$ cat src/hdl/nff_pkg.sv
`timescale 1ns / 1ps

package nff_pkg;

  // Sample width and coefficient layout of the configuration packs.
  localparam int SAMPLE_W     = 16;
  localparam int COEF_W       = 16;
  localparam int COEF_PACKS   = 4;
  localparam int PACK_W       = 64;
  localparam int TAP_COUNT_W  = 5;
  localparam int RECIP_W      = 24;
  localparam int RECIP_FRAC_W = 30;

  // Configuration register indexes.
  localparam int CFG_IDX_W = 3;
  localparam logic [CFG_IDX_W-1:0] CFG_COEF_LAST  = 3'd3;
  localparam logic [CFG_IDX_W-1:0] CFG_TAP_COUNT  = 3'd4;
  localparam logic [CFG_IDX_W-1:0] CFG_NORM_RECIP = 3'd5;

  // Reset values of the configuration registers.
  localparam logic [PACK_W-1:0]      COEF_PACK0_RST = 64'd16384;
  localparam logic [TAP_COUNT_W-1:0] TAP_COUNT_RST  = 5'd1;
  localparam logic [RECIP_W-1:0]     NORM_RECIP_RST = 24'd65536;

  // Saturation limits.
  localparam logic [SAMPLE_W-1:0] SAT_POS = 16'h7FFF;
  localparam logic [SAMPLE_W-1:0] SAT_NEG = 16'h8000;

  typedef struct packed {
    logic signed [SAMPLE_W-1:0] sample_in;
    logic                       chan;
    logic                       apply;
  } nff_in_t;

  typedef struct packed {
    logic signed [SAMPLE_W-1:0] sample_out;
    logic                       chan_out;
  } nff_out_t;

endpackage

$ cat src/hdl/normalized_fir_filter_unit.sv
`timescale 1ns / 1ps
// Normalized FIR filter for interleaved PCM audio.
// Input beats (in_valid/in_ready) carry one signed sample, its channel and an
// apply flag. Each sample is written into its channel's history memory. With
// apply set, one multiply-accumulate unit walks the active taps, reading one
// history entry per cycle from the memory, then the sum is scaled by the
// reciprocal norm in two partial products and saturated to 16 bits.
// Result beats (out_valid/out_ready) return one sample per input beat, in
// order, with the channel echoed.
// A pass-through sample goes straight to the result register; a filtered one
// runs the tap loop, drains the pipeline, forms the magnitude and the two
// partial products, then loads. One item is in work at a time: a new input
// beat is taken only after the last result has been loaded.
// The configuration port (cfg_valid/cfg_ready) is always ready and is meant
// to be written only while the block is idle.
// Reset is synchronous: the history reads as zero afterwards (per-channel fill
// counts, no clearing pass), registers take their reset values and both
// channels are empty. When the receiver stalls, the finished result waits in
// the output register; the next input beat is still taken and worked on, and
// its result waits until the output register is free.

module normalized_fir_filter_unit #(
  parameter int TAPS     = 16,
  parameter int CHANNELS = 2
) (
  input  logic                           clk,
  input  logic                           rst_n,
  input  logic                           in_valid,
  output logic                           in_ready,
  input  nff_pkg::nff_in_t               in_data,
  output logic                           out_valid,
  input  logic                           out_ready,
  output nff_pkg::nff_out_t              out_data,
  input  logic                           cfg_valid,
  output logic                           cfg_ready,
  input  logic [nff_pkg::CFG_IDX_W-1:0]  cfg_index,
  input  logic [nff_pkg::PACK_W-1:0]     cfg_data
);

  import nff_pkg::*;

  localparam int DEPTH = CHANNELS * TAPS;
  localparam int AW    = (DEPTH > 1) ? $clog2(DEPTH) : 1;
  localparam int PW    = (TAPS > 1) ? $clog2(TAPS) : 1;
  localparam int KW    = $clog2(TAPS + 1);
  localparam int ACC_W = 2 * SAMPLE_W + 1 + $clog2(TAPS);
  localparam int HI_W  = ACC_W - 16;
  localparam int LO_P  = 16 + RECIP_W;
  localparam int HI_P  = HI_W + RECIP_W;
  localparam int TOT_W = ACC_W + RECIP_W;
  localparam int Q_W   = TOT_W - RECIP_FRAC_W;

  typedef enum logic [2:0] {
    S_IDLE, S_READ, S_DRAIN, S_MAG, S_MUL_LO, S_MUL_HI, S_FIN
  } state_t;

  state_t state_r;

  // Configuration registers.
  logic [PACK_W-1:0]      coef_pack_r [COEF_PACKS];
  logic [TAP_COUNT_W-1:0] tap_count_r;
  logic [RECIP_W-1:0]     norm_recip_r;

  // History memory and per-channel ring pointers and fill counts.
  logic [SAMPLE_W-1:0] hist_mem [DEPTH];
  logic [SAMPLE_W-1:0] mem_q_r;
  logic [PW-1:0]       wptr_r [CHANNELS];
  logic [KW-1:0]       fill_r [CHANNELS];

  // Item context.
  logic                       c_r;
  logic                       chan_r;
  logic                       apply_r;
  logic signed [SAMPLE_W-1:0] sample_r;
  logic [PW-1:0]              base_r;
  logic [KW-1:0]              cur_fill_r;
  logic [KW-1:0]              n_r;
  logic [KW-1:0]              rk_r;

  // Multiply-accumulate pipeline.
  logic                       v1_r;
  logic                       v2_r;
  logic                       ok1_r;
  logic [KW-1:0]              k1_r;
  logic signed [31:0]         prod_r;
  logic signed [ACC_W-1:0]    acc_r;
  logic                       neg_r;
  logic [ACC_W-1:0]           mag_r;
  logic [LO_P-1:0]            lo_r;
  logic [HI_P-1:0]            hi_r;

  logic                       out_valid_r;
  nff_out_t                   out_data_r;

  logic                       c_in;
  logic                       in_fire;
  logic                       out_free;
  logic                       mem_we;
  logic [AW-1:0]              waddr;
  logic [AW-1:0]              raddr;
  logic [KW:0]                ring_sum;
  logic [KW:0]                ring_idx;
  logic [3:0]                 k4;
  logic signed [COEF_W-1:0]   coef1;
  logic signed [SAMPLE_W-1:0] tap_data;
  logic [TOT_W-1:0]           total;
  logic [Q_W-1:0]             q_mag;
  logic [SAMPLE_W-1:0]        filt_res;
  logic [KW-1:0]              n_in;

  assign cfg_ready = 1'b1;
  assign in_ready  = (state_r == S_IDLE);
  assign in_fire   = in_valid && in_ready;
  assign out_valid = out_valid_r;
  assign out_data  = out_data_r;
  assign out_free  = !out_valid_r || out_ready;

  // A channel beyond the supported count folds onto the last one.
  assign c_in = (CHANNELS > 1) ? in_data.chan : 1'b0;

  // Clamp the tap count into 1..TAPS.
  always_comb begin
    if (tap_count_r == '0) begin
      n_in = KW'(1);
    end else if (32'(tap_count_r) > TAPS) begin
      n_in = KW'(TAPS);
    end else begin
      n_in = KW'(tap_count_r);
    end
  end

  // Write port: the new sample goes to its channel's ring position.
  assign mem_we = in_fire;
  assign waddr  = c_in ? AW'(TAPS) + AW'(wptr_r[c_in]) : AW'(wptr_r[c_in]);

  // Read port: the sample rk_r steps back in the current channel's ring.
  always_comb begin
    ring_sum = (KW+1)'(base_r) + (KW+1)'(TAPS) - (KW+1)'(rk_r);
    if (32'(ring_sum) >= TAPS) begin
      ring_idx = ring_sum - (KW+1)'(TAPS);
    end else begin
      ring_idx = ring_sum;
    end
  end

  assign raddr = c_r ? AW'(TAPS) + AW'(ring_idx) : AW'(ring_idx);

  always_ff @(posedge clk) begin
    if (mem_we) begin
      hist_mem[waddr] <= in_data.sample_in;
    end
    mem_q_r <= hist_mem[raddr];
  end

  // Coefficient of the tap now at the multiplier; unfilled history reads zero.
  assign k4       = 4'(k1_r);
  assign coef1    = $signed(coef_pack_r[k4[3:2]][{k4[1:0], 4'b0000} +: COEF_W]);
  assign tap_data = ok1_r ? $signed(mem_q_r) : '0;

  // Scaled magnitude, truncated toward zero, then saturated with its sign.
  always_comb begin
    total = {hi_r, 16'b0} + TOT_W'(lo_r);
    q_mag = total[TOT_W-1:RECIP_FRAC_W];
    if (neg_r) begin
      if (q_mag > Q_W'(SAT_NEG)) begin
        filt_res = SAT_NEG;
      end else begin
        filt_res = SAMPLE_W'(0) - q_mag[SAMPLE_W-1:0];
      end
    end else begin
      if (q_mag > Q_W'(SAT_POS)) begin
        filt_res = SAT_POS;
      end else begin
        filt_res = q_mag[SAMPLE_W-1:0];
      end
    end
  end

  // Sequencer, configuration registers and the result register.
  always_ff @(posedge clk) begin
    if (!rst_n) begin
      state_r      <= S_IDLE;
      out_valid_r  <= 1'b0;
      v1_r         <= 1'b0;
      v2_r         <= 1'b0;
      coef_pack_r[0] <= COEF_PACK0_RST;
      for (int p = 1; p < COEF_PACKS; p++) begin
        coef_pack_r[p] <= '0;
      end
      tap_count_r  <= TAP_COUNT_RST;
      norm_recip_r <= NORM_RECIP_RST;
      for (int ch = 0; ch < CHANNELS; ch++) begin
        wptr_r[ch] <= '0;
        fill_r[ch] <= '0;
      end
    end else begin
      // Configuration writes; indexes beyond the list are dropped.
      if (cfg_valid) begin
        if (cfg_index <= CFG_COEF_LAST) begin
          coef_pack_r[cfg_index[1:0]] <= cfg_data;
        end else if (cfg_index == CFG_TAP_COUNT) begin
          tap_count_r <= cfg_data[TAP_COUNT_W-1:0];
        end else if (cfg_index == CFG_NORM_RECIP) begin
          norm_recip_r <= cfg_data[RECIP_W-1:0];
        end
      end

      // A taken result frees the output register; in S_FIN the load decides.
      if (out_valid_r && out_ready && state_r != S_FIN) begin
        out_valid_r <= 1'b0;
      end

      // Multiply-accumulate pipeline stages.
      v1_r  <= (state_r == S_READ);
      k1_r  <= rk_r;
      ok1_r <= (rk_r < cur_fill_r);
      v2_r  <= v1_r;
      if (v1_r) begin
        prod_r <= coef1 * tap_data;
      end
      if (v2_r) begin
        acc_r <= acc_r + ACC_W'(prod_r);
      end

      unique case (state_r)
        S_IDLE: begin
          if (in_fire) begin
            c_r      <= c_in;
            chan_r   <= in_data.chan;
            apply_r  <= in_data.apply;
            sample_r <= in_data.sample_in;
            base_r   <= wptr_r[c_in];
            n_r      <= n_in;
            rk_r     <= '0;
            acc_r    <= '0;
            if (32'(wptr_r[c_in]) == TAPS - 1) begin
              wptr_r[c_in] <= '0;
            end else begin
              wptr_r[c_in] <= wptr_r[c_in] + PW'(1);
            end
            if (32'(fill_r[c_in]) == TAPS) begin
              cur_fill_r <= fill_r[c_in];
            end else begin
              fill_r[c_in] <= fill_r[c_in] + KW'(1);
              cur_fill_r   <= fill_r[c_in] + KW'(1);
            end
            state_r <= in_data.apply ? S_READ : S_FIN;
          end
        end
        S_READ: begin
          rk_r <= rk_r + KW'(1);
          if ((rk_r + KW'(1)) == n_r) begin
            state_r <= S_DRAIN;
          end
        end
        S_DRAIN: begin
          if (!v1_r && !v2_r) begin
            state_r <= S_MAG;
          end
        end
        S_MAG: begin
          neg_r   <= acc_r[ACC_W-1];
          mag_r   <= acc_r[ACC_W-1] ? ACC_W'(-acc_r) : ACC_W'(acc_r);
          state_r <= S_MUL_LO;
        end
        S_MUL_LO: begin
          lo_r    <= mag_r[15:0] * norm_recip_r;
          state_r <= S_MUL_HI;
        end
        S_MUL_HI: begin
          hi_r    <= mag_r[ACC_W-1:16] * norm_recip_r;
          state_r <= S_FIN;
        end
        S_FIN: begin
          if (out_free) begin
            out_valid_r         <= 1'b1;
            out_data_r.chan_out <= chan_r;
            out_data_r.sample_out <= apply_r ? $signed(filt_res) : sample_r;
            state_r             <= S_IDLE;
          end
        end
        default: begin
          state_r <= S_IDLE;
        end
      endcase
    end
  end

  // The tap pipeline is empty whenever a new beat can be taken.
  a_idle_pipe_empty: assert property (@(posedge clk) disable iff (!rst_n)
    in_ready |-> (!v1_r && !v2_r))
    else $error("tap pipeline busy while idle");

  // An accepted beat always starts work.
  a_accept_starts: assert property (@(posedge clk) disable iff (!rst_n)
    in_fire |=> (state_r == S_READ || state_r == S_FIN))
    else $error("accepted beat did not start");

  // Tap reads stay within the active tap count.
  a_tap_range: assert property (@(posedge clk) disable iff (!rst_n)
    (state_r == S_READ) |-> (rk_r < n_r))
    else $error("tap index beyond tap count");

  // A result is loaded only into a free output register.
  a_no_overwrite: assert property (@(posedge clk) disable iff (!rst_n)
    (state_r == S_FIN && out_valid_r && !out_ready) |=> (state_r == S_FIN))
    else $error("result left while output was stalled");

endmodule

$ cat config.mk
export PLATFORM = sky130hd
export DESIGN_NAME = normalized_fir_filter_unit
export DESIGN_NICKNAME = d
export VERILOG_FILES = /design/src/hdl/nff_pkg.sv /design/src/hdl/normalized_fir_filter_unit.sv
export SDC_FILE = /design/constraint.sdc
export NUM_CORES = 2
export LEC_CHECK = 0
export BUFFER_PORTS_ARGS = -buffer_cell sky130_fd_sc_hd__buf_2
export CORE_ASPECT_RATIO = 1.5
export CORE_UTILIZATION = 65
export CTS_CLUSTER_SIZE = 14
export DETAILED_ROUTE_END_ITERATION = 12
export GPL_TIMING_DRIVEN = 0
export PLACE_DENSITY = 0.82
export SYNTH_ARGS = -nofsm -noshare
export SYNTH_HDL_FRONTEND = slang
export SYNTH_SLANG_ARGS = --single-unit
$ cat constraint.sdc
create_clock -name clk -period 9.9 [get_ports clk]
set_input_delay 1.98 -clock clk [delete_from_list [all_inputs] [get_ports clk]]
set_output_delay 1.98 -clock clk [all_outputs]
set_load 0.01 [all_outputs]
==> metrics.md <==
| Metric | Value |
|---|---|
| Initial antenna violation count | `30` |
| Post-synth EDFFs | `1,021` |
| Met2 Usage GRT | `around 69%` |
| Number of global-route vias before repair | `between 60,000 and 70,000` |
| Die width | `294 um` |
| Reg2Reg Launch Point | `norm_recip_r[4]` |
| Comb pwr share | `69.5%` |
| Grt ovf | `0` |
| Crit path launch | `norm_recip_r[4]` |
| Sequential area share after synthesis | `38.1%` |
| Final Skew | `102 ps` |
| Reg2reg end | `lo_r[34]` |
| Int Pwr | `0.0178 W` |
| RSZ-0062 raised after global routing | `false` |
| Vias/cell | `6.22` |
| Final Wtd Congestion | `1.08` |
| Tightest Pin Transition | `1390 ps` |
| Final setup violation count | `0` |
| Sw Share | `between 40% and 50%` |
| Share of cells above drive strength 1 | `8.29%` |
| IO Count | `110` |
| Hold Slack | `484 ps` |
| Post-Synthesis Cells | `7,196` |
| Compound-Gate Fraction of Synth Area | `4.38%` |
| Outcome | `complete, no violations` |
| Core Region | `0.127 mm^2` |
| Area Growth Syn to Fin | `8.05%` |
| Clk Tree Root Cell | `clkbuf_16` |
| Crit Path Max Fanout | `10` |
| Clock Power Share | `10.9%` |
| HP Class | `reg -> reg` |
| Largest net degree at the start of global routing | `44` |
| Switching pwr | `0.0160 W` |
| Routed vias | `57,400` |
| Part of the cycle the worst path needs | `98.7%` |
| CTS Buffer Depth | `3` |
| Post-synth ARST share | `0%` |
| Dpl ws | `-1220 ps` |
| Cell family with most CP delay | `compound AO/OA/AOI/OAI gates` |
| Area contributors post-synth | `edfxtp_1 (37%), fa_1 (24%), ha_1 (6.4%)` |
| Synth Flop Type | `edfxtp_1` |
| Count leader, synth | `inv_1` |
| Crit path buffers/inverters | `7` |
| Sink Count | `1,074` |
| Pwr per Cell Area | `376 mW/mm^2` |
| Total CTS buffers | `98` |
| Initial detailed-routing violation count | `5,378` |
| Peak VDD IR | `between 1000 and 1500 uV` |
| Drt first pass iters | `8` |
| IO Port Bufs | `roughly 110` |
| Leading cell types by count after synthesis | `inv_1 (1,198), edfxtp_1 (1,021), fa_1 (984)` |
| CP Depth | `25` |
| Flop2flop setup slack | `130 ps` |
| Final Max Tran Viols | `0` |
| Worst-path clk slew | `about 70 ps` |
| Fill count | `just under 9,000` |
| Crit end category | `flip-flop` |
| Die Y | `roughly 440 um` |
| Placed inst area | `0.0868 mm^2` |
| DP HPWL | `197,000 um` |
| Cell area after layout | `0.0900 mm^2` |
| GR Layer Usage met3 | `7.51%` |
| Die footprint | `between 0.1 and 0.15 mm^2` |
| Largest family of logic cells by synthesized area | `adder cells` |
| Syn_area_per_cell | `approximately 12 um^2` |
| DRT antenna net count | `0` |
| CTS tree | `done` |
| Nets | `around 8,900` |
| First-pass GRT wire length | `377,000 um` |
| Setup tns final | `0 ps` |
| Synthesized-area fraction occupied by adder cells | `30.0%` |
| Yosys top cell area share | `36.8%` |
| Worst setup path endpoint | `lo_r[34]` |
| Synth area leader | `edfxtp_1` |
| Synth cell types | `82` |
| Routed wire length | `255,000 um` |
| Global Route Usage Sum | `40.7%` |
| Post-Syn Area | `0.0833 mm^2` |
| Xor/xnor cell area share of the yosys netlist | `2.14%` |
| Finished Core Util | `a little under three quarters` |
| Critical path launch point type | `flip-flop` |
| Max Fclk | `0.102 GHz` |
| Crit-path max cell delay | `between 900 and 1000 ps` |
| Worst Setup Path Type | `reg -> reg` |
| Critical-path top delay cell | `clkbuf_1` |
| # DRC | `0` |
| Minimum clock period | `9770 ps` |
| # Max-Cap Violations | `0` |
| WL per Instance | `27.6 um` |
| Post-synthesis mux area share | `6.96%` |
| Worst slew margin | `7.15%` |
| Simple-gate share of the synthesized area | `11.5%` |
| Initial Util | `65.6%` |
| Static leakage | `38.2 nW` |
| Hold path start | `chan_r` |
| Busiest grt layer | `met2` |
| Synthesized net count | `8,695` |
| Hold-fix buffers, CTS | `0` |
| Clock Latency Late Sink | `780 ps` |
| Arrival time at the worst endpoint | `10,210 ps` |
| Reg2reg path depth | `25` |
| Seq pwr share | `19.6%` |
| Synth warn | `0` |
| Setup WS post-layout | `132 ps` |
| Cell mode on critical path | `fa_1` |
| Row cnt | `160` |
| Worst EP required | `approximately 10,000 ps` |
| #FFs+latches synth | `1,074` |
| Final Hold Fails | `0` |
| H-tree Lvls | `3` |
| M1 GR Usage | `roughly two fifths` |
==> area by class of cell <==
type | instances | area, um^2 | share of cell area (%)
multi-input combinational | 4592 | 46000 | 51.1
sequential | 1074 | 31700 | 35.2
inverter | 1199 | 4500 | 5.00
clock buffer | 135 | 2650 | 2.95
tap | 1701 | 2130 | 2.36
timing repair buffer | 151 | 1280 | 1.43
buffer | 329 | 1270 | 1.41
clock inverter | 31 | 372 | 0.413
antenna | 17 | 42.5 | 0.0473
==> through the flow <==
stage | std cells | power (W)
after floorplan | 7196 | 0.0234
after global placement | 9005 | 0.0290
after detailed placement | 9047 | 0.0298
after CTS | 9212 | 0.0336
after global routing | 9213 | 0.0365
final | 9229 | 0.0338
==> worst min path at each step <==
| stage | end | cells past startpoint |
|---|---|---|
| floorplan | out_data[0] | 0 |
| global placement | out_data[0] | 0 |
| detailed placement | out_data[0] | 0 |
| CTS | flip-flop | 1 |
| global route | out_data[0] | 0 |
| finish | out_data[0] | 0 |
==> routing by layer <==
metal / routed length [um] / vias up
met2: 126000 / 3556
met4: 32300 / 18
met1: 75200 / 28600
li1: - / 24000
met3: 21100 / 1256
met5: 124 / -
==> state kept, by name, indices dropped and copies added (netlist names), 3 cells and up, named ones only <==
signal / flops
prod_r: 32
sample_r: 16
cur_fill_r: 5
rk_r: 5
out_data: 17
lo_r: 24
mag_r: 37
fill_r: 10
acc_r: 37
coef_pack_r: 256
mem_q_r: 16
n_r: 5
hist_mem: 512
base_r: 4
tap_count_r: 5
norm_recip_r: 24
state_r: 3
k1_r: 4
wptr_r: 8
hi_r: 45
==> cell families (layout without fill, tap and decap cells) <==
family / count (synthesis) / in the layout
other: 1 / 18
adders and majority gates: 1409 / 1409
AOI/OAI and AO/OA: 575 / 575
DFF: 1074 / 1074
and+or+nand+nor: 2077 / 2077
buffers and inverters: 1530 / 1845
muxes: 326 / 326
xor gates and xnor gates: 204 / 204
==> placed cells by master, fill, tap and decap left out, drive strengths merged, types with 152 or more instances in the layout <==
cell and count:
mux4 198, and2 435, nor2 496, edfxtp 1021
xnor2 152, clkbuf 428, buf 187, a21oi 196
inv 1202, ha 425, fa 984, nand2 860
==> power groups by stage <==
stage,Combinational (W),Clock [W],Sequential (W)
after floorplan,0.0168,0,0.00659
after global placement,0.0223,0,0.00669
after detailed placement,0.0231,0,0.00669
after CTS,0.0233,0.00368,0.00660
after global routing,0.0261,0.00384,0.00662
final,0.0235,0.00368,0.00662
==> timing repair <==
item,in CTS,in global routing
resized for setup,22,20
gates cloned,0,0
buffers inserted,0,0
pin swaps,0,0
setup endpoints to repair,13,12
Note: power is estimated with default switching activity, not from simulation.
